==> config.mk <==
export PLATFORM = sky130hd
export DESIGN_NAME = tspm_prep_flat
export DESIGN_NICKNAME = d
export VERILOG_FILES = /design/src/rtl/core/tspm_pkg.sv /design/src/rtl/core/tspm_in_if.sv /design/src/rtl/core/tspm_prep.sv /design/src/flat_wrapper.sv
export SDC_FILE = /design/constraint.sdc
export NUM_CORES = 1
export LEC_CHECK = 0
export BUFFER_PORTS_ARGS = -buffer_cell sky130_fd_sc_hd__buf_2
export CAP_MARGIN = 40
export CORE_UTILIZATION = 50
export CTS_CLUSTER_DIAMETER = 100
export DETAILED_ROUTE_END_ITERATION = 8
export GPL_TIMING_DRIVEN = 0
export PLACE_DENSITY = 0.76
export RECOVER_POWER = 50
export SKIP_CTS_REPAIR_TIMING = 1
export SYNTH_ARGS = -nofsm -noshare
export SYNTH_HDL_FRONTEND = slang
export SYNTH_SLANG_ARGS = --single-unit
==> constraint.sdc <==
create_clock -name clk -period 2.6 [get_ports clk]
set_input_delay 0.39 -clock clk [delete_from_list [all_inputs] [get_ports clk]]
set_output_delay 0.39 -clock clk [all_outputs]
set_load 0.01 [all_outputs]
==> src/rtl/core/tspm_pkg.sv <==
// ----------------------------------------------------------------------------
// tspm_pkg
// Widths, types and constants of the three-step phase and magnitude block.
// ----------------------------------------------------------------------------
package tspm_pkg;

	localparam int SAMPLE_BITS  = 8;
	localparam int PHASE_BITS   = 16;
	localparam int MAG_W        = 8;
	localparam int ACC_W        = 32;
	localparam int CORDIC_STEPS = 28;
	localparam int STEP_W       = $clog2(CORDIC_STEPS);

	localparam int X_W        = SAMPLE_BITS + 2;
	localparam int D_W        = SAMPLE_BITS + 1;
	localparam int CW         = SAMPLE_BITS + 20;
	localparam int X_SHIFT    = 16;
	localparam int V_W        = 2 * SAMPLE_BITS + 4;
	localparam int SQRT_STEPS = V_W / 2;
	localparam int SQRT_TOP   = V_W - 2;

	localparam logic signed [CW-1:0] SQRT3_Q16 = CW'(113512);
	localparam logic [ACC_W-1:0]     HALF_TURN = ACC_W'(1) << (ACC_W - 1);
	localparam logic [ACC_W-1:0]     ROUND_ADD = ACC_W'(1) << (ACC_W - 1 - PHASE_BITS);
	localparam logic [MAG_W-1:0]     MAG_MAX   = '1;

	localparam logic [ACC_W-1:0] ANGLE_TAB [CORDIC_STEPS] = '{
		32'h20000000, 32'h12E4051E, 32'h09FB385B, 32'h051111D4,
		32'h028B0D43, 32'h0145D7E1, 32'h00A2F61E, 32'h00517C55,
		32'h0028BE53, 32'h00145F2F, 32'h000A2F98, 32'h000517CC,
		32'h00028BE6, 32'h000145F3, 32'h0000A2F9, 32'h0000517C,
		32'h000028BE, 32'h0000145F, 32'h00000A2F, 32'h00000517,
		32'h0000028B, 32'h00000145, 32'h000000A2, 32'h00000051,
		32'h00000028, 32'h00000014, 32'h0000000A, 32'h00000005
	};

	typedef logic [SAMPLE_BITS-1:0] sample_t;
	typedef logic [PHASE_BITS-1:0]  phase_t;
	typedef logic [MAG_W-1:0]       mag_t;

	typedef struct packed {
		logic signed [CW-1:0] xs;
		logic signed [CW-1:0] ys;
		logic [ACC_W-1:0]     acc;
		logic [V_W-1:0]       rem;
		logic [V_W-1:0]       root;
		logic                 bypass;
		logic                 half;
	} cell_t;

endpackage

==> src/rtl/core/tspm_in_if.sv <==
// ----------------------------------------------------------------------------
// tspm_in_if
// Pixel triple channel: valid, ready and the three samples.
// ----------------------------------------------------------------------------
interface tspm_in_if;
	import tspm_pkg::*;

	logic    valid;
	logic    ready;
	sample_t first_sample;
	sample_t second_sample;
	sample_t third_sample;

	modport source (output valid, output first_sample, output second_sample,
		output third_sample, input ready);
	modport sink (input valid, input first_sample, input second_sample,
		input third_sample, output ready);
endinterface

==> src/rtl/core/tspm_prep.sv <==
// ----------------------------------------------------------------------------
// tspm_prep
// Front stage: forms x, y and 4*(x^2 + 3*d^2), folds x into the right half.
// ----------------------------------------------------------------------------
module tspm_prep (
	input  logic               clk,
	input  logic               arst_n,
	tspm_in_if.sink            samples,
	output logic               out_valid,
	input  logic               out_ready,
	output tspm_pkg::cell_t    out_data
);
	import tspm_pkg::*;

	logic                  valid_q;
	cell_t                 data_q;
	cell_t                 nxt;
	logic signed [X_W-1:0] x;
	logic signed [D_W-1:0] d;
	logic [X_W-2:0]        ax;
	logic [D_W-2:0]        ad;
	logic [V_W-1:0]        sqx;
	logic [V_W-1:0]        sqd;
	logic signed [CW-1:0]  xs_raw;
	logic signed [CW-1:0]  ys_raw;

	assign samples.ready = !valid_q || out_ready;

	always_comb begin
		x = $signed({1'b0, samples.first_sample, 1'b0})
			- $signed({2'b00, samples.second_sample})
			- $signed({2'b00, samples.third_sample});
		d = $signed({1'b0, samples.second_sample}) - $signed({1'b0, samples.third_sample});
		ax = x[X_W-1] ? (X_W-1)'(-x) : x[X_W-2:0];
		ad = d[D_W-1] ? (D_W-1)'(-d) : d[D_W-2:0];
		sqx = V_W'(ax) * V_W'(ax);
		sqd = V_W'(ad) * V_W'(ad);
		xs_raw = CW'(x) <<< X_SHIFT;
		ys_raw = CW'(d) * SQRT3_Q16;

		nxt.rem    = (sqx + (sqd << 1) + sqd) << 2;
		nxt.root   = '0;
		nxt.bypass = (d == '0);
		nxt.half   = x[X_W-1];
		if (x[X_W-1]) begin
			nxt.xs  = -xs_raw;
			nxt.ys  = -ys_raw;
			nxt.acc = HALF_TURN;
		end else begin
			nxt.xs  = xs_raw;
			nxt.ys  = ys_raw;
			nxt.acc = '0;
		end
	end

	always_ff @(posedge clk or negedge arst_n) begin
		if (!arst_n) begin
			valid_q <= 1'b0;
		end else if (samples.ready) begin
			valid_q <= samples.valid;
		end
	end

	always_ff @(posedge clk) begin
		if (samples.valid && samples.ready) begin
			data_q <= nxt;
		end
	end

	assign out_valid = valid_q;
	assign out_data  = data_q;
endmodule

==> src/flat_wrapper.sv <==
// flat-port wrapper written by rule: the top's interface ports become plain ports
module tspm_prep_flat import tspm_pkg::*;
  (clk, arst_n, out_valid, out_ready, out_data, samples_valid, samples_first_sample, samples_second_sample, samples_third_sample, samples_ready);
  tspm_in_if samples_i ();
  input  logic clk;
  input  logic arst_n;
  output logic out_valid;
  input  logic out_ready;
  output tspm_pkg::cell_t out_data;
  input wire logic [$bits(samples_i.valid)-1:0] samples_valid;
  input wire logic [$bits(samples_i.first_sample)-1:0] samples_first_sample;
  input wire logic [$bits(samples_i.second_sample)-1:0] samples_second_sample;
  input wire logic [$bits(samples_i.third_sample)-1:0] samples_third_sample;
  output wire logic [$bits(samples_i.ready)-1:0] samples_ready;
  assign samples_i.valid = samples_valid;
  assign samples_i.first_sample = samples_first_sample;
  assign samples_i.second_sample = samples_second_sample;
  assign samples_i.third_sample = samples_third_sample;
  assign samples_ready = samples_i.ready;
  tspm_prep u_core (.clk(clk), .arst_n(arst_n), .samples(samples_i), .out_valid(out_valid), .out_ready(out_ready), .out_data(out_data));
endmodule
==> impl_metrics.env, run 1 <==
export IMPL_yosysSeqAreaShare_pct=15.64
export IMPL_fin_crit_ns=8.789
export IMPL_crit_top_cell="fa_1"
export IMPL_antenna_found_initial=1
export IMPL_ys_types=64
export IMPL_die_area_sq_um=22800
export IMPL_cap_violations=0
export IMPL_clock_sinks=58
export IMPL_dr_pass1_iters=6
export IMPL_avgSynthCellArea_sq_um=9.336
export IMPL_grt_pass1_vias=7994
export IMPL_start_util_pct=50.87
export IMPL_h_tree_depth=3
export IMPL_grt_busiest_layer="met2"
export IMPL_die_w_microns=151
export IMPL_violations="setup timing"
export IMPL_clk_insertion_delay_late_ns=0.34
export IMPL_hold_class="in2reg"
export IMPL_clk_pin_slew_ns=0.06
export IMPL_netlist_area_sq_um=11100
export IMPL_grt_pass1_wl_microns=37560
export IMPL_setup_viol=51
export IMPL_numCtsBuffers=9
export IMPL_dieHeight_microns=151
export IMPL_vias=8672
export IMPL_crit_fanout=8
export IMPL_post_route_cell_area_sq_um=14280
export IMPL_cts_root_buffer_cell="clkbuf_16"
export IMPL_gp_congestion=0.8665
export IMPL_grtUsageMet2_pct=33.90
export IMPL_final_period_utilization_pct=338.1
export IMPL_grt_max_degree=35
export IMPL_grt_usage_pct=20.91
export IMPL_grt_use_met3_pct=2.410
export IMPL_io_buffers=87
export IMPL_crit_path_start_kind="primary input"
export IMPL_max_clock_freq_mhz=113.8
export IMPL_synth_edf_count=57
export IMPL_critPathArrivalTime_ns=8.88
export IMPL_drc_errors=0
export IMPL_drtAntennaViolNets=0
export IMPL_ys_ff_latch=58
export IMPL_tritoncts="yes"
export IMPL_critPathKind="in2reg"
export IMPL_fin_nets=1741
export IMPL_grt_overflow_total=0
export IMPL_dpl_cell_area_sq_um=12630
export IMPL_use_met1_pct=30.02
export IMPL_worstMarginPinSlew_ns=0.8098
export IMPL_routed_via_density=5.092
export IMPL_finalWirelength_microns=26210
export IMPL_drtIter0Drc=523
export IMPL_synth_top_flop_cell="edfxtp_1"
export IMPL_max_slew_margin_pct=45.83
export IMPL_num_io_pins=160
export IMPL_ctsLongestPathBuffers=2
export IMPL_wl_per_cell_microns=15.39
export IMPL_hold_violations=0
export IMPL_cp_slowest_cell="fa_1"
export IMPL_cp_required_ns=2.69
export IMPL_coreArea_sq_um=21820
export IMPL_yosysWarnings=0
export IMPL_syn_inst=1189
export IMPL_cp_end_kind="flop"
export IMPL_async_flop_share_pct=1.724
export IMPL_final_cell_mix="inv_1, fa_1, buf_4"
export IMPL_hpwl_microns=19260
export IMPL_worst_slack_ns=-6.189
export IMPL_fin_setup_tns_ns=-157.75
export IMPL_status="finished with violations"
export IMPL_slowest_delay_ns=0.57
export IMPL_rsz0062_at_grt="true"
export IMPL_drv_slew=0
export IMPL_fin_util_pct=65.44
export IMPL_fin_worst_skew_ns=0.007587
export IMPL_area_growth_syn_to_layout_pct=28.65
export IMPL_fp_row_count=54
export IMPL_drive_gt1_share_pct=31.29
export IMPL_final_common_cell="inv_1"
critical path: cells and delay by family:
kind	cells	cell delay [ns]
adder cells (fa/ha/maj)	10	3.99
AO/OA/AOI/OAI	12	2.11
buffers and inverters	11	0.92
AND/OR/NAND/NOR	4	0.79
XOR/XNOR	4	0.61
cell usage after synthesis (8+ instances only):
master	number	area share, %
nand3_1	14	0.63
edfxtp_1	57	15
a31oi_1	9	0.51
o21ai_0	22	0.99
nand2_1	45	1.5
inv_1	247	8.4
nor2_1	96	3.2
or3_1	9	0.51
xnor2_1	70	5.5
xor2_1	25	2.0
a21oi_1	49	2.2
o21a_1	8	0.54
nor3_1	17	0.77
ha_1	160	18
nand2b_1	14	0.79
o21ai_1	9	0.41
inv_2	14	0.47
fa_1	136	25
buf_4	73	4.9
a21o_1	9	0.61
path summary, 6_finish.rpt:
| kind | start | to | slack, ns | depth (start not counted) |
|---|---|---|---|---|
| worst max-delay path | samples_second_sample[0] | u_core.out_data[40] | -6.19 | 41 |
| worst min-delay path | samples_valid | u_core.out_valid | 0.26 | 2 |
| worst max register to register | u_core.out_valid | u_core.out_data[127] | 0.97 | 3 |
| worst min register to register | u_core.out_valid | u_core.out_valid | 0.53 | 2 |
| max in group asynchronous | arst_n | u_core.out_valid | 2.16 | 2 |
| min in group asynchronous | arst_n | u_core.out_valid | 0.36 | 2 |
through the flow:
stage / cells / setup WS, ns / hold WS (ns)
after floorplan: 1263 / -5.986 / 0.09441
after global placement: 1630 / -7.112 / 0.1651
after detailed placement: 1631 / -7.176 / 0.1657
after CTS: 1647 / -6.900 / -0.1794
after global routing: 1703 / -6.526 / 0.2812
final: 1703 / -6.189 / 0.2645
sequential cells by signal, indices dropped and copies added, names as in the netlist:
register,cells
u_core.out_data,57
u_core.out_valid,1
area by class of cell:
class,count,area [sq um]
Multi-Input combinational cell,861,9305
Fill cell,1630,7542
Sequential cell,58,1737
Inverter,262,1027
Timing Repair Buffer,145,940.9
Buffer,80,588.1
Tap cell,280,350.3
Clock buffer,12,256.5
Clock inverter,4,73.82
Antenna cell,1,2.502
kinds of logic after synthesis:
kind of cell             after synthesis  synth area share, %
other                                  2              0.06765
AO/OA/AOI/OAI                        162                9.930
XOR/XNOR                              97                7.890
buffers and inverters                344                14.20
flip-flops                            58                15.64
multiplexers                           2               0.2029
adder cells (fa/ha/maj)              296                42.56
AND/OR/NAND/NOR                      228                9.502
metal layers:
layer / vias up / wire length [microns] / part of all wire (%)
met5: - / 0 / 0
met4: 0 / 348 / 1.3
met3: 21 / 1642 / 6.3
met2: 307 / 12800 / 49
met1: 4222 / 11420 / 44
li1: 4122 / - / -
Power of run 1 is not shown: default switching activity piles up to over one toggle a cycle in this logic, so the estimate is an artifact.
==> run 2: changes to the inputs <==
--- a/config.mk
+++ b/config.mk
@@ -7,6 +7,7 @@
 export LEC_CHECK = 0
 export BUFFER_PORTS_ARGS = -buffer_cell sky130_fd_sc_hd__buf_2
 export CAP_MARGIN = 40
+export CORE_ASPECT_RATIO = 0.9
 export CORE_UTILIZATION = 50
 export CTS_CLUSTER_DIAMETER = 100
 export DETAILED_ROUTE_END_ITERATION = 8
==> impl_metrics.env, run 2 (synthesis gave the netlist of run 1 again) <==
export IMPL_final_cell_mix="inv_1, buf_4, fa_1"
export IMPL_fin_nets=1752
export IMPL_status="finished with violations"
export IMPL_cp_slowest_cell="fa_1"
export IMPL_critPathKind="in2reg"
export IMPL_clk_insertion_delay_late_ns=0.34
export IMPL_die_w_microns=159.1
export IMPL_worstMarginPinSlew_ns=0.8499
export IMPL_antenna_found_initial=0
export IMPL_numCtsBuffers=9
export IMPL_n_antenna_cell=0
export IMPL_grt_pass1_vias=7982
export IMPL_fin_crit_ns=8.609
export IMPL_drive_gt1_share_pct=28.96
export IMPL_clk_pin_slew_ns=0.06
export IMPL_hpwl_microns=19900
export IMPL_routed_wl_met3_microns=1679
export IMPL_rsz0062_at_grt="true"
export IMPL_fin_util_pct=65.98
export IMPL_drc_errors=0
export IMPL_fp_row_count=51
export IMPL_fin_setup_tns_ns=-161.45
export IMPL_worst_slack_ns=-6.009
export IMPL_cp_required_ns=2.69
export IMPL_drtAntennaViolNets=0
export IMPL_wl_per_cell_microns=15.41
export IMPL_whs_ns=0.2627
export IMPL_highest_layer="met4"
export IMPL_num_io_pins=160
export IMPL_wl_met2_microns=12450
export IMPL_grt_overflow_total=0
export IMPL_clock_sinks=58
export IMPL_finalWirelength_microns=26560
export IMPL_h_tree_depth=3
export IMPL_coreArea_sq_um=21700
export IMPL_slowest_delay_ns=0.55
export IMPL_critPathArrivalTime_ns=8.69
export IMPL_largest_reg_flops=57
export IMPL_cts_root_buffer_cell="clkbuf_16"
export IMPL_grt_pass1_wl_microns=38560
export IMPL_dieHeight_microns=143.4
export IMPL_max_slew_margin_pct=43.34
export IMPL_setup_viol=50
export IMPL_crit_path_start_kind="primary input"
export IMPL_ctsLongestPathBuffers=2
export IMPL_hold_violations=0
export IMPL_crit_fanout=5
export IMPL_grt_usage_pct=21.23
export IMPL_met1_length_microns=11900
export IMPL_violations="setup timing"
export IMPL_max_clock_freq_mhz=116.2
export IMPL_tritoncts="yes"
export IMPL_vias=8685
export IMPL_start_util_pct=51.16
export IMPL_fin_worst_skew_ns=0.01091
export IMPL_io_buffers=87
export IMPL_dr_pass1_iters=5
export IMPL_die_area_sq_um=22800
export IMPL_final_period_utilization_pct=331.1
export IMPL_dpl_cell_area_sq_um=12650
export IMPL_drtIter0Drc=577
export IMPL_gp_congestion=0.8606
export IMPL_post_route_cell_area_sq_um=14320
export IMPL_drv_slew=0
export IMPL_final_common_cell="inv_1"
export IMPL_cp_end_kind="flop"
export IMPL_routed_via_density=5.038
export IMPL_cap_violations=0
export IMPL_hold_class="in2reg"
export IMPL_grt_max_degree=34
export IMPL_area_growth_syn_to_layout_pct=28.96
run 2: worst max-delay path: cells and delay by family:
| kind | cells | cell delay, ns |
|---|---|---|
| adder cells (fa/ha/maj) | 10 | 4.23 |
| XOR/XNOR | 4 | 0.76 |
| AO/OA/AOI/OAI | 8 | 1.67 |
| AND/OR/NAND/NOR | 6 | 0.88 |
| buffers and inverters | 9 | 0.72 |
run 2: path summary, 6_finish.rpt:
check | from | to | slack, ns | cells past startpoint
max | samples_third_sample[1] | u_core.out_data[40] | -6.01 | 37
min | samples_valid | u_core.out_valid | 0.26 | 2
max reg2reg | u_core.out_valid | u_core.out_data[39] | 0.94 | 3
min reg2reg | u_core.out_valid | u_core.out_valid | 0.54 | 2
max in group asynchronous | arst_n | u_core.out_valid | 2.14 | 2
min in group asynchronous | arst_n | u_core.out_valid | 0.35 | 2
run 2: final cells by class:
type                       count  area, sq um
timing repair buffer         156        944.7
clock inverter                 6        57.56
buffer                        80        588.1
clock buffer                  10        229.0
tap                          291        364.1
fill                        1654         7381
sequential                    58         1737
multi-input combinational    861         9375
inverter                     262         1020
run 2: stage by stage:
stage               instances  worst slack, ns
finish                   1724           -6.009
global placement         1641           -7.165
global route             1724           -6.289
floorplan                1263           -5.986
CTS                      1658           -6.944
detailed placement       1642           -7.243
run 2: per-layer routing:
layer / global-route usage (%) / vias up
li1: - / 4138
met1: 30.45 / 4172
met2: 33.33 / 335
met3: 3.348 / 40
met4: 5.820 / 0
met5: 0 / -
Power of run 2 is left out for the same reason.
