[src/rtl/core/tspm_pkg.sv]
// ----------------------------------------------------------------------------
// tspm_pkg
// Widths, types and constants of the three-step phase and magnitude block.
// ----------------------------------------------------------------------------
package tspm_pkg;

	localparam int SAMPLE_BITS  = 8;
	localparam int PHASE_BITS   = 16;
	localparam int MAG_W        = 8;
	localparam int ACC_W        = 32;
	localparam int CORDIC_STEPS = 28;
	localparam int STEP_W       = $clog2(CORDIC_STEPS);

	localparam int X_W        = SAMPLE_BITS + 2;
	localparam int D_W        = SAMPLE_BITS + 1;
	localparam int CW         = SAMPLE_BITS + 20;
	localparam int X_SHIFT    = 16;
	localparam int V_W        = 2 * SAMPLE_BITS + 4;
	localparam int SQRT_STEPS = V_W / 2;
	localparam int SQRT_TOP   = V_W - 2;

	localparam logic signed [CW-1:0] SQRT3_Q16 = CW'(113512);
	localparam logic [ACC_W-1:0]     HALF_TURN = ACC_W'(1) << (ACC_W - 1);
	localparam logic [ACC_W-1:0]     ROUND_ADD = ACC_W'(1) << (ACC_W - 1 - PHASE_BITS);
	localparam logic [MAG_W-1:0]     MAG_MAX   = '1;

	localparam logic [ACC_W-1:0] ANGLE_TAB [CORDIC_STEPS] = '{
		32'h20000000, 32'h12E4051E, 32'h09FB385B, 32'h051111D4,
		32'h028B0D43, 32'h0145D7E1, 32'h00A2F61E, 32'h00517C55,
		32'h0028BE53, 32'h00145F2F, 32'h000A2F98, 32'h000517CC,
		32'h00028BE6, 32'h000145F3, 32'h0000A2F9, 32'h0000517C,
		32'h000028BE, 32'h0000145F, 32'h00000A2F, 32'h00000517,
		32'h0000028B, 32'h00000145, 32'h000000A2, 32'h00000051,
		32'h00000028, 32'h00000014, 32'h0000000A, 32'h00000005
	};

	typedef logic [SAMPLE_BITS-1:0] sample_t;
	typedef logic [PHASE_BITS-1:0]  phase_t;
	typedef logic [MAG_W-1:0]       mag_t;

	typedef struct packed {
		logic signed [CW-1:0] xs;
		logic signed [CW-1:0] ys;
		logic [ACC_W-1:0]     acc;
		logic [V_W-1:0]       rem;
		logic [V_W-1:0]       root;
		logic                 bypass;
		logic                 half;
	} cell_t;

endpackage

[src/rtl/core/tspm_cell.sv]
// ----------------------------------------------------------------------------
// tspm_cell
// One CORDIC vectoring step plus, for steps 0 to 9, one digit of the magnitude square root.
// ----------------------------------------------------------------------------
module tspm_cell (
	input  logic                          clk,
	input  logic                          arst_n,
	input  logic [tspm_pkg::STEP_W-1:0]   step,
	input  logic                          in_valid,
	output logic                          in_ready,
	input  tspm_pkg::cell_t               in_data,
	output logic                          out_valid,
	input  logic                          out_ready,
	output tspm_pkg::cell_t               out_data
);
	import tspm_pkg::*;

	logic                 valid_q;
	cell_t                data_q;
	cell_t                nxt;
	logic signed [CW-1:0] sx;
	logic signed [CW-1:0] sy;
	logic [ACC_W-1:0]     ang;
	logic [V_W:0]         bitv;
	logic [V_W:0]         trial;

	assign in_ready = !valid_q || out_ready;

	always_comb begin
		nxt   = in_data;
		sx    = $signed(in_data.xs) >>> step;
		sy    = $signed(in_data.ys) >>> step;
		ang   = ANGLE_TAB[step];
		bitv  = '0;
		trial = '0;
		if (!in_data.ys[CW-1]) begin
			nxt.xs  = in_data.xs + sy;
			nxt.ys  = in_data.ys - sx;
			nxt.acc = in_data.acc + ang;
		end else begin
			nxt.xs  = in_data.xs - sy;
			nxt.ys  = in_data.ys + sx;
			nxt.acc = in_data.acc - ang;
		end
		if (int'(step) < SQRT_STEPS) begin
			bitv  = {{V_W{1'b0}}, 1'b1} << (SQRT_TOP - 2 * int'(step));
			trial = {1'b0, in_data.root} + bitv;
			if ({1'b0, in_data.rem} >= trial) begin
				nxt.rem  = in_data.rem - trial[V_W-1:0];
				nxt.root = (in_data.root >> 1) + bitv[V_W-1:0];
			end else begin
				nxt.root = in_data.root >> 1;
			end
		end
	end

	always_ff @(posedge clk or negedge arst_n) begin
		if (!arst_n) begin
			valid_q <= 1'b0;
		end else if (in_ready) begin
			valid_q <= in_valid;
		end
	end

	always_ff @(posedge clk) begin
		if (in_valid && in_ready) begin
			data_q <= nxt;
		end
	end

	assign out_valid = valid_q;
	assign out_data  = data_q;
endmodule

[config.mk]
export PLATFORM = sky130hd
export DESIGN_NAME = tspm_cell
export DESIGN_NICKNAME = d
export VERILOG_FILES = /design/src/rtl/core/tspm_pkg.sv /design/src/rtl/core/tspm_cell.sv
export SDC_FILE = /design/constraint.sdc
export NUM_CORES = 1
export LEC_CHECK = 0
export ABC_AREA = 0
export BUFFER_PORTS_ARGS = -buffer_cell sky130_fd_sc_hd__clkbuf_2
export CAP_MARGIN = 25
export CORE_AREA = 2 2 228 174
export CTS_CLUSTER_DIAMETER = 40
export DETAILED_ROUTE_END_ITERATION = 8
export DIE_AREA = 0 0 230 176
export HOLD_SLACK_MARGIN = 0.15
export PLACE_DENSITY = 0.68
export REMOVE_ABC_BUFFERS = 1
export SLEW_MARGIN = 20
export SYNTH_ARGS = -nofsm -noshare
export SYNTH_HDL_FRONTEND = slang
export SYNTH_SLANG_ARGS = --single-unit
[constraint.sdc]
create_clock -name clk -period 3.9 [get_ports clk]
set_input_delay 0.78 -clock clk [delete_from_list [all_inputs] [get_ports clk]]
set_output_delay 0.78 -clock clk [all_outputs]
set_load 0.05 [all_outputs]
==> results of run 1 <==
-- cells by family after synthesis --
kind of cell | Yosys count | share of synthesized area (%)
xor+xnor | 181 | 9.48
buf+inv | 157 | 4.07
mux | 132 | 11.6
simple gates | 596 | 17.3
fa+ha+maj | 140 | 10.5
compound gates | 619 | 24.0
flops | 131 | 23.2
-- Yosys cell counts, types with 14 or more instances --
cell type | instances | area (µm²)
sky130_fd_sc_hd__xor2_1 | 66 | 578
sky130_fd_sc_hd__nor3_1 | 31 | 155
sky130_fd_sc_hd__buf_2 | 17 | 85.1
sky130_fd_sc_hd__nor2b_1 | 26 | 163
sky130_fd_sc_hd__nand2_1 | 172 | 646
sky130_fd_sc_hd__o21ai_0 | 128 | 641
sky130_fd_sc_hd__nand2b_1 | 37 | 231
sky130_fd_sc_hd__a31oi_1 | 43 | 269
sky130_fd_sc_hd__edfxtp_1 | 130 | 3900
sky130_fd_sc_hd__o21a_1 | 27 | 203
sky130_fd_sc_hd__mux4_2 | 48 | 1080
sky130_fd_sc_hd__mux2i_1 | 49 | 490
sky130_fd_sc_hd__xnor2_1 | 113 | 990
sky130_fd_sc_hd__nand3_1 | 44 | 220
sky130_fd_sc_hd__nor2_1 | 170 | 638
sky130_fd_sc_hd__o31ai_1 | 18 | 135
sky130_fd_sc_hd__a21o_1 | 47 | 353
sky130_fd_sc_hd__o211ai_1 | 19 | 143
sky130_fd_sc_hd__a211oi_1 | 17 | 128
sky130_fd_sc_hd__inv_1 | 48 | 180
sky130_fd_sc_hd__o21bai_1 | 14 | 105
sky130_fd_sc_hd__nand4_1 | 18 | 113
sky130_fd_sc_hd__o22ai_1 | 20 | 125
sky130_fd_sc_hd__clkbuf_1 | 63 | 236
sky130_fd_sc_hd__a21oi_1 | 148 | 741
sky130_fd_sc_hd__and3_1 | 16 | 100
sky130_fd_sc_hd__mux2_2 | 23 | 259
sky130_fd_sc_hd__and2_1 | 17 | 106
sky130_fd_sc_hd__ha_1 | 133 | 1660
-- how the worst max path moves through the flow --
stage	startpoint	slack, ns	end
2_1_floorplan	step[2]	-3.13	out_data[23]
3_3_place_gp	step[1]	-2.51	out_data[26]
3_5_place_dp	step[1]	-2.71	out_data[33]
4_1_cts	step[1]	-1.28	out_data[129]
5_1_grt	step[1]	-1.57	out_data[100]
6_report	step[1]	-1.40	out_data[100]
-- state kept, by name (all words and copies together), names as in the netlist --
| name | flops |
|---|---|
| out_data | 130 |
| out_valid | 1 |
-- through the flow --
| step | setup slack [ns] | utilization [%] |
|---|---|---|
| after floorplan | -3.13 | - |
| after global placement | -2.51 | 63.0 |
| after detailed placement | -2.71 | 63.0 |
| after CTS | -1.28 | 68.3 |
| after global routing | -1.57 | 74.0 |
| final | -1.40 | 74.0 |
-- routing by layer --
metal  part of all wire [%]  up-vias  GRT usage (%)
li1                       -     9566              -
met1                     42     9971           44.9
met2                     47      959           54.8
met3                    8.0      180           5.99
met4                    3.2        2           11.1
met5                  0.020        -              0
-- critical path, delay by kind of cell --
kind	cells	cell delay (ns)
AOI/OAI and AO/OA	9	2.19
buffers and inverters	7	0.95
and+or+nand+nor	6	0.94
adders and majority gates	1	0.32
muxes	1	0.30
xor gates and xnor gates	1	0.14
-- layout make-up --
class                      instances  area, µm²
tap                              512        641
clock inverter                    15        141
fill                            2732       9870
multi-input combinational       1668      14200
clock buffer                      17        425
timing repair buffer            1128       8580
inverter                          52        205
antenna                            4       10.0
sequential                       131       3930
-- repair_timing --
action,in CTS,in global routing
cloned,6,10
hold buffers,1,0
setup endpoints to repair,119,115
setup buffers,45,81
gates resized for setup,258,341
pin swaps,94,149
endpoints found under the hold margin,1,0
-- power breakdown --
group	switching, W	leakage (nW)	internal [W]
Sequential	0.0000622	1.25	0.00187
Clock	0.000815	0.271	0.000841
Combinational	0.00313	11.2	0.00260
Total	0.00401	12.8	0.00530
==> impl_metrics.xml, run 1 <==
<?xml version="1.0" encoding="UTF-8"?>
<metrics>
  <group name="timing">
    <metric name="timing.setup.tns" unit="ns">-111.49</metric>
    <metric name="timing.final.max_slew_violations" unit="">0</metric>
    <metric name="hold_slack" unit="ns">0.480</metric>
    <metric name="setup-violations-final" unit="">110</metric>
    <metric name="timing_hold_violations_final" unit="">0</metric>
    <metric name="tightest_slew" unit="ns">0.569</metric>
    <metric name="clock-skew-final" unit="ns">0.0158</metric>
    <metric name="timing.fmax" unit="GHz">0.189</metric>
    <metric name="worst_rel_slew_slack" unit="%">62.1</metric>
    <metric name="pnr_worst_setup_slack" unit="ns">-1.40</metric>
    <metric name="rsz_0062_raised_after_global_routing" unit="">true</metric>
    <metric name="min_period_over_period" unit="%">136</metric>
    <metric name="period_needed" unit="ns">5.30</metric>
  </group>
  <group name="cts">
    <metric name="cts_tree" unit="">built</metric>
    <metric name="htree_num_levels" unit="">4</metric>
    <metric name="clk_path_buf_depth" unit="">2</metric>
    <metric name="clk_latency" unit="ns">0.49</metric>
    <metric name="cts_made_buffers" unit="">17</metric>
    <metric name="cts.reportedPaths.clkPinSlew" unit="ns">0.07</metric>
    <metric name="cts_root_buf" unit="">sky130_fd_sc_hd__clkbuf_16</metric>
    <metric name="numClockSinks" unit="">131</metric>
  </group>
  <group name="finish">
    <metric name="layout_cells_sized_above_1" unit="%">52.4</metric>
    <metric name="finished_cell_area" unit="mm²">0.0281</metric>
    <metric name="final_cell_mix" unit="">sky130_fd_sc_hd__buf_4 (754), sky130_fd_sc_hd__clkbuf_2 (267), sky130_fd_sc_hd__nor2_1 (144), sky130_fd_sc_hd__nand2_1 (137), sky130_fd_sc_hd__edfxtp_1 (130)</metric>
    <metric name="layout.cells.most_common" unit="">sky130_fd_sc_hd__buf_4</metric>
    <metric name="non_filler_cells_final" unit="">3527</metric>
    <metric name="synthToLayoutAreaGrowth" unit="%">65.9</metric>
    <metric name="final_nets" unit="">3274</metric>
  </group>
  <group name="worst_setup_path">
    <metric name="critical_path_arrival" unit="ns">5.65</metric>
    <metric name="critical-path-max-stage-delay" unit="ns">0.38</metric>
    <metric name="cp_max_fanout" unit="">6</metric>
    <metric name="req_time_crit_path" unit="ns">4.25</metric>
    <metric name="reg2reg_to" unit="">out_data[129]</metric>
    <metric name="r2r-start" unit="">out_valid</metric>
    <metric name="reg2reg_depth" unit="">3</metric>
    <metric name="critical_path.endpoint_type" unit="">register</metric>
    <metric name="worstSetupStartpointType" unit="">input pin</metric>
    <metric name="worst-setup-path-type" unit="">in2reg</metric>
    <metric name="timing.critical_path.slowest_stage_cell" unit="">sky130_fd_sc_hd__a2111o_1</metric>
    <metric name="r2r_slack" unit="ns">2.01</metric>
  </group>
  <group name="yosys">
    <metric name="synthFlopType" unit="">sky130_fd_sc_hd__edfxtp_1</metric>
    <metric name="synth_seq_cells" unit="">131</metric>
    <metric name="yosys.cell_types.count" unit="">105</metric>
    <metric name="synthesized_netlist_cell_count" unit="">1956</metric>
    <metric name="async_flop_share" unit="%">0.763</metric>
    <metric name="part_of_the_yosys_area_used_for_sequential_elements" unit="%">23.2</metric>
    <metric name="synth_area_per_cell" unit="µm²">8.67</metric>
    <metric name="synth-edff-count" unit="">130</metric>
    <metric name="netlist_area" unit="mm²">0.0170</metric>
    <metric name="ys.warnings.count" unit="">0</metric>
  </group>
  <group name="global_routing">
    <metric name="grt_start_max_net_pins" unit="">76</metric>
    <metric name="first_pass_grt_wire_length" unit="µm">107000</metric>
    <metric name="global_route.overflow_total" unit="">0</metric>
    <metric name="number_of_global_route_vias_before_repair" unit="">19800</metric>
    <metric name="grt_util_overall" unit="%">33.5</metric>
    <metric name="number_of_antenna_violations_at_the_first_check_in_global_routing" unit="">5</metric>
  </group>
  <group name="floorplan">
    <metric name="die_x" unit="µm">230</metric>
    <metric name="initial_core_util" unit="%">44.6</metric>
    <metric name="chipHeight" unit="µm">176</metric>
    <metric name="ios" unit="">271</metric>
    <metric name="design.core.area" unit="mm²">0.0380</metric>
    <metric name="placementRows" unit="">62</metric>
    <metric name="design.die.area" unit="mm²">0.0405</metric>
  </group>
  <group name="drt">
    <metric name="drt_wl_total" unit="µm">74100</metric>
    <metric name="drt-pass1-iter-count" unit="">7</metric>
    <metric name="drt-wirelength-per-cell" unit="µm">21.0</metric>
    <metric name="detail-route-antenna-nets" unit="">0</metric>
    <metric name="drt-vias-per-instance" unit="">5.86</metric>
    <metric name="num_vias" unit="">20700</metric>
    <metric name="drt_iter0_drc" unit="">1819</metric>
    <metric name="drt_drc_violations_left" unit="">0</metric>
  </group>
  <group name="outcome">
    <metric name="run_status" unit="">finished with violations</metric>
    <metric name="violations" unit="">negative setup slack</metric>
  </group>
  <group name="place">
    <metric name="placed_cell_area" unit="mm²">0.0240</metric>
    <metric name="placedCellCount" unit="">3361</metric>
    <metric name="io_port_bufs" unit="">270</metric>
    <metric name="place.detailed.hpwl" unit="µm">54300</metric>
    <metric name="gp_congestion" unit="">1.04</metric>
  </group>
  <group name="worst_hold_path">
    <metric name="hold_path_end" unit="">out_data[0]</metric>
    <metric name="type_of_the_tightest_min_delay_check" unit="">in2reg</metric>
    <metric name="worst_hold_path.num_cells" unit="">1</metric>
    <metric name="worst_hold_startpoint" unit="">in_data[0]</metric>
  </group>
  <group name="flow_run">
    <metric name="cap_violations" unit="">0</metric>
  </group>
  <group name="power_and_ir_drop">
    <metric name="power_density" unit="mW/mm²">331</metric>
    <metric name="total_power" unit="W">0.00932</metric>
    <metric name="vdd_ir_drop_max" unit="µV">301</metric>
    <metric name="p_leak" unit="nW">12.8</metric>
  </group>
</metrics>
No activity file was read; power rests on OpenSTA's default activity.
==> inputs of run 2 (changes only) <==
- PLACE_DENSITY: 0.68 -> 0.73
==> run 2 against run 1 <==
  * The flow still finishes with violations (negative setup slack)
  * Design area grew 2.0%
  * Wire length grew 4.2%
  * Utilization grew 1.5 points
  * Sequential power is essentially flat
  * Clock skew shrank 0.0011 ns
  * Register-to-register slack gained 0.23 ns
  * Flip-flop and latch count is the same
  * Critical path type unchanged
  * Global-route usage grew 2.1 points
  * Sequential share of layout area shrank 0.27 points
  * Via count grew 2.0%
  * Worst setup slack lost 0.090 ns
==> impl_metrics.xml, run 2 (synthesis results as in run 1) <==
<?xml version="1.0" encoding="UTF-8"?>
<metrics>
  <group name="drt">
    <metric name="drt_iter0_drc" unit="">2270</metric>
    <metric name="drt-pass1-iter-count" unit="">8</metric>
    <metric name="drt_drc_violations_left" unit="">0</metric>
    <metric name="detail-route-antenna-nets" unit="">0</metric>
    <metric name="drt_wl_total" unit="µm">77200</metric>
    <metric name="drt-vias-per-instance" unit="">5.97</metric>
    <metric name="num_vias" unit="">21100</metric>
    <metric name="drt-wirelength-per-cell" unit="µm">21.9</metric>
  </group>
  <group name="worst_setup_path">
    <metric name="reg2reg_depth" unit="">3</metric>
    <metric name="timing.critical_path.slowest_stage_cell" unit="">sky130_fd_sc_hd__mux4_2</metric>
    <metric name="cp_max_fanout" unit="">7</metric>
    <metric name="timing.critical_path.depth" unit="">26</metric>
    <metric name="critPathCapture" unit="">out_data[92]</metric>
    <metric name="critical_path_arrival" unit="ns">5.61</metric>
    <metric name="critical_path.most_common_cell" unit="">sky130_fd_sc_hd__buf_12</metric>
    <metric name="critical_path.endpoint_type" unit="">register</metric>
    <metric name="critical_path_start" unit="">step[1]</metric>
    <metric name="worstSetupStartpointType" unit="">input pin</metric>
    <metric name="reg2reg_to" unit="">out_data[99]</metric>
    <metric name="req_time_crit_path" unit="ns">4.12</metric>
    <metric name="cp_num_buf_inv" unit="">8</metric>
    <metric name="critPathTopFamily" unit="">compound AO/OA/AOI/OAI gates</metric>
    <metric name="critical-path-max-stage-delay" unit="ns">0.52</metric>
    <metric name="r2r-start" unit="">out_valid</metric>
    <metric name="worst-setup-path-type" unit="">in2reg</metric>
    <metric name="r2r_slack" unit="ns">2.24</metric>
  </group>
  <group name="global_routing">
    <metric name="grt_start_max_net_pins" unit="">131</metric>
    <metric name="number_of_antenna_violations_at_the_first_check_in_global_routing" unit="">5</metric>
    <metric name="global_route.overflow_total" unit="">0</metric>
    <metric name="number_of_global_route_vias_before_repair" unit="">20600</metric>
    <metric name="grt_util_overall" unit="%">35.6</metric>
    <metric name="first_pass_grt_wire_length" unit="µm">113000</metric>
  </group>
  <group name="finish">
    <metric name="layout.cells.most_common" unit="">sky130_fd_sc_hd__buf_4</metric>
    <metric name="largest_register_ffs" unit="">130</metric>
    <metric name="postLayoutCoreUtil" unit="%">75.5</metric>
    <metric name="final_nets" unit="">3280</metric>
    <metric name="non_filler_cells_final" unit="">3532</metric>
    <metric name="final_cell_mix" unit="">sky130_fd_sc_hd__buf_4 (743), sky130_fd_sc_hd__clkbuf_2 (267), sky130_fd_sc_hd__nand2_1 (138), sky130_fd_sc_hd__nor2_1 (135), sky130_fd_sc_hd__edfxtp_1 (130)</metric>
    <metric name="synthToLayoutAreaGrowth" unit="%">69.2</metric>
    <metric name="layout_cells_sized_above_1" unit="%">54.0</metric>
  </group>
  <group name="timing">
    <metric name="period_needed" unit="ns">5.39</metric>
    <metric name="worst_rel_slew_slack" unit="%">46.6</metric>
    <metric name="clock-skew-final" unit="ns">0.0147</metric>
    <metric name="min_period_over_period" unit="%">138</metric>
    <metric name="timing_hold_violations_final" unit="">0</metric>
    <metric name="tightest_slew" unit="ns">0.795</metric>
    <metric name="setup-violations-final" unit="">112</metric>
    <metric name="pnr_worst_setup_slack" unit="ns">-1.49</metric>
    <metric name="rsz_0062_raised_after_global_routing" unit="">true</metric>
    <metric name="timing.setup.tns" unit="ns">-111.89</metric>
    <metric name="timing.final.max_slew_violations" unit="">0</metric>
    <metric name="timing.fmax" unit="GHz">0.186</metric>
  </group>
  <group name="cts">
    <metric name="cts_made_buffers" unit="">17</metric>
    <metric name="cts.reportedPaths.clkPinSlew" unit="ns">0.07</metric>
    <metric name="cts_root_buf" unit="">sky130_fd_sc_hd__clkbuf_16</metric>
    <metric name="clk_path_buf_depth" unit="">2</metric>
    <metric name="numClockSinks" unit="">131</metric>
    <metric name="htree_num_levels" unit="">4</metric>
    <metric name="clk_latency" unit="ns">0.49</metric>
    <metric name="cts_tree" unit="">built</metric>
  </group>
  <group name="power_and_ir_drop">
    <metric name="vdd_ir_drop_max" unit="µV">294</metric>
    <metric name="power.share.sequential" unit="%">20.0</metric>
    <metric name="power_density" unit="mW/mm²">336</metric>
    <metric name="proportion_of_power_drawn_by_combinational_gates" unit="%">62.9</metric>
    <metric name="clock_group_share_of_total_power" unit="%">17.1</metric>
    <metric name="p_leak" unit="nW">12.9</metric>
    <metric name="switching_part_of_the_total_power" unit="%">43.4</metric>
    <metric name="power.net_switching" unit="W">0.00419</metric>
    <metric name="internal-power" unit="W">0.00546</metric>
  </group>
  <group name="floorplan">
    <metric name="design.core.area" unit="mm²">0.0380</metric>
    <metric name="chipHeight" unit="µm">176</metric>
    <metric name="die_x" unit="µm">230</metric>
    <metric name="ios" unit="">271</metric>
    <metric name="design.die.area" unit="mm²">0.0405</metric>
    <metric name="placementRows" unit="">62</metric>
    <metric name="initial_core_util" unit="%">44.6</metric>
  </group>
  <group name="place">
    <metric name="gp_congestion" unit="">0.954</metric>
    <metric name="place.detailed.hpwl" unit="µm">53300</metric>
    <metric name="detailedPlace.worstSlack" unit="ns">-2.71</metric>
    <metric name="io_port_bufs" unit="">270</metric>
    <metric name="placedCellCount" unit="">3340</metric>
  </group>
  <group name="outcome">
    <metric name="violations" unit="">negative setup slack</metric>
    <metric name="run_status" unit="">finished with violations</metric>
  </group>
  <group name="flow_run">
    <metric name="cap_violations" unit="">0</metric>
  </group>
  <group name="worst_hold_path">
    <metric name="type_of_the_tightest_min_delay_check" unit="">in2reg</metric>
  </group>
</metrics>
run 2: final cells by class:
| cell class | count | area, µm² |
|---|---|---|
| Multi-Input combinational cell | 1668 | 14700 |
| Sequential cell | 131 | 3930 |
| Clock buffer | 17 | 425 |
| Inverter | 52 | 208 |
| Clock inverter | 15 | 159 |
| Tap cell | 512 | 641 |
| Fill cell | 2600 | 9310 |
| Timing Repair Buffer | 1134 | 8680 |
| Antenna cell | 3 | 7.51 |
run 2: timing repair:
item                                    CTS  global route
pin swaps                               182           176
endpoints found under the setup margin  116           113
hold buffers                              1             0
gates resized for setup                 403           298
hold endpoints to repair                  1             0
cloned                                    8             2
buffers inserted                        129            60
run 2: worst min-delay path by stage:
stage | cells past startpoint | slack, ns | endpoint | startpoint
2_1_floorplan | 0 | 0.48 | out_valid | arst_n
3_3_place_gp | 2 | 0.52 | out_valid | out_valid
3_5_place_dp | 2 | 0.53 | out_valid | out_valid
4_1_cts | 1 | 0.47 | out_data[0] | in_data[0]
5_1_grt | 1 | 0.47 | out_data[0] | in_data[0]
6_report | 1 | 0.48 | out_data[1] | in_data[1]
run 2: metal layers:
metal	up-vias	GRT usage [%]	wire [µm]
met4	4	13.4	2940
met3	249	9.03	6710
met5	-	0	25
li1	9561	-	-
met2	1103	57.8	36000
met1	10200	45.8	31500
run 2: power groups by stage:
stage	Clock, W	Combinational [W]	Sequential [W]
final	0.00165	0.00607	0.00193
after global routing	0.00172	0.00638	0.00195
after CTS	0.00166	0.00539	0.00193
after detailed placement	0	0.00467	0.00196
after global placement	0	0.00458	0.00196
after floorplan	0	0.00197	0.00263
run 2: through the flow:
stage | hold WS, ns | power, W | cell area (µm²)
after floorplan | 0.484 | 0.00460 | 16500
after global routing | 0.473 | 0.0100 | 28700
after CTS | 0.473 | 0.00899 | 27300
final | 0.482 | 0.00966 | 28700
after global placement | 0.517 | 0.00654 | 23800
after detailed placement | 0.529 | 0.00663 | 23800
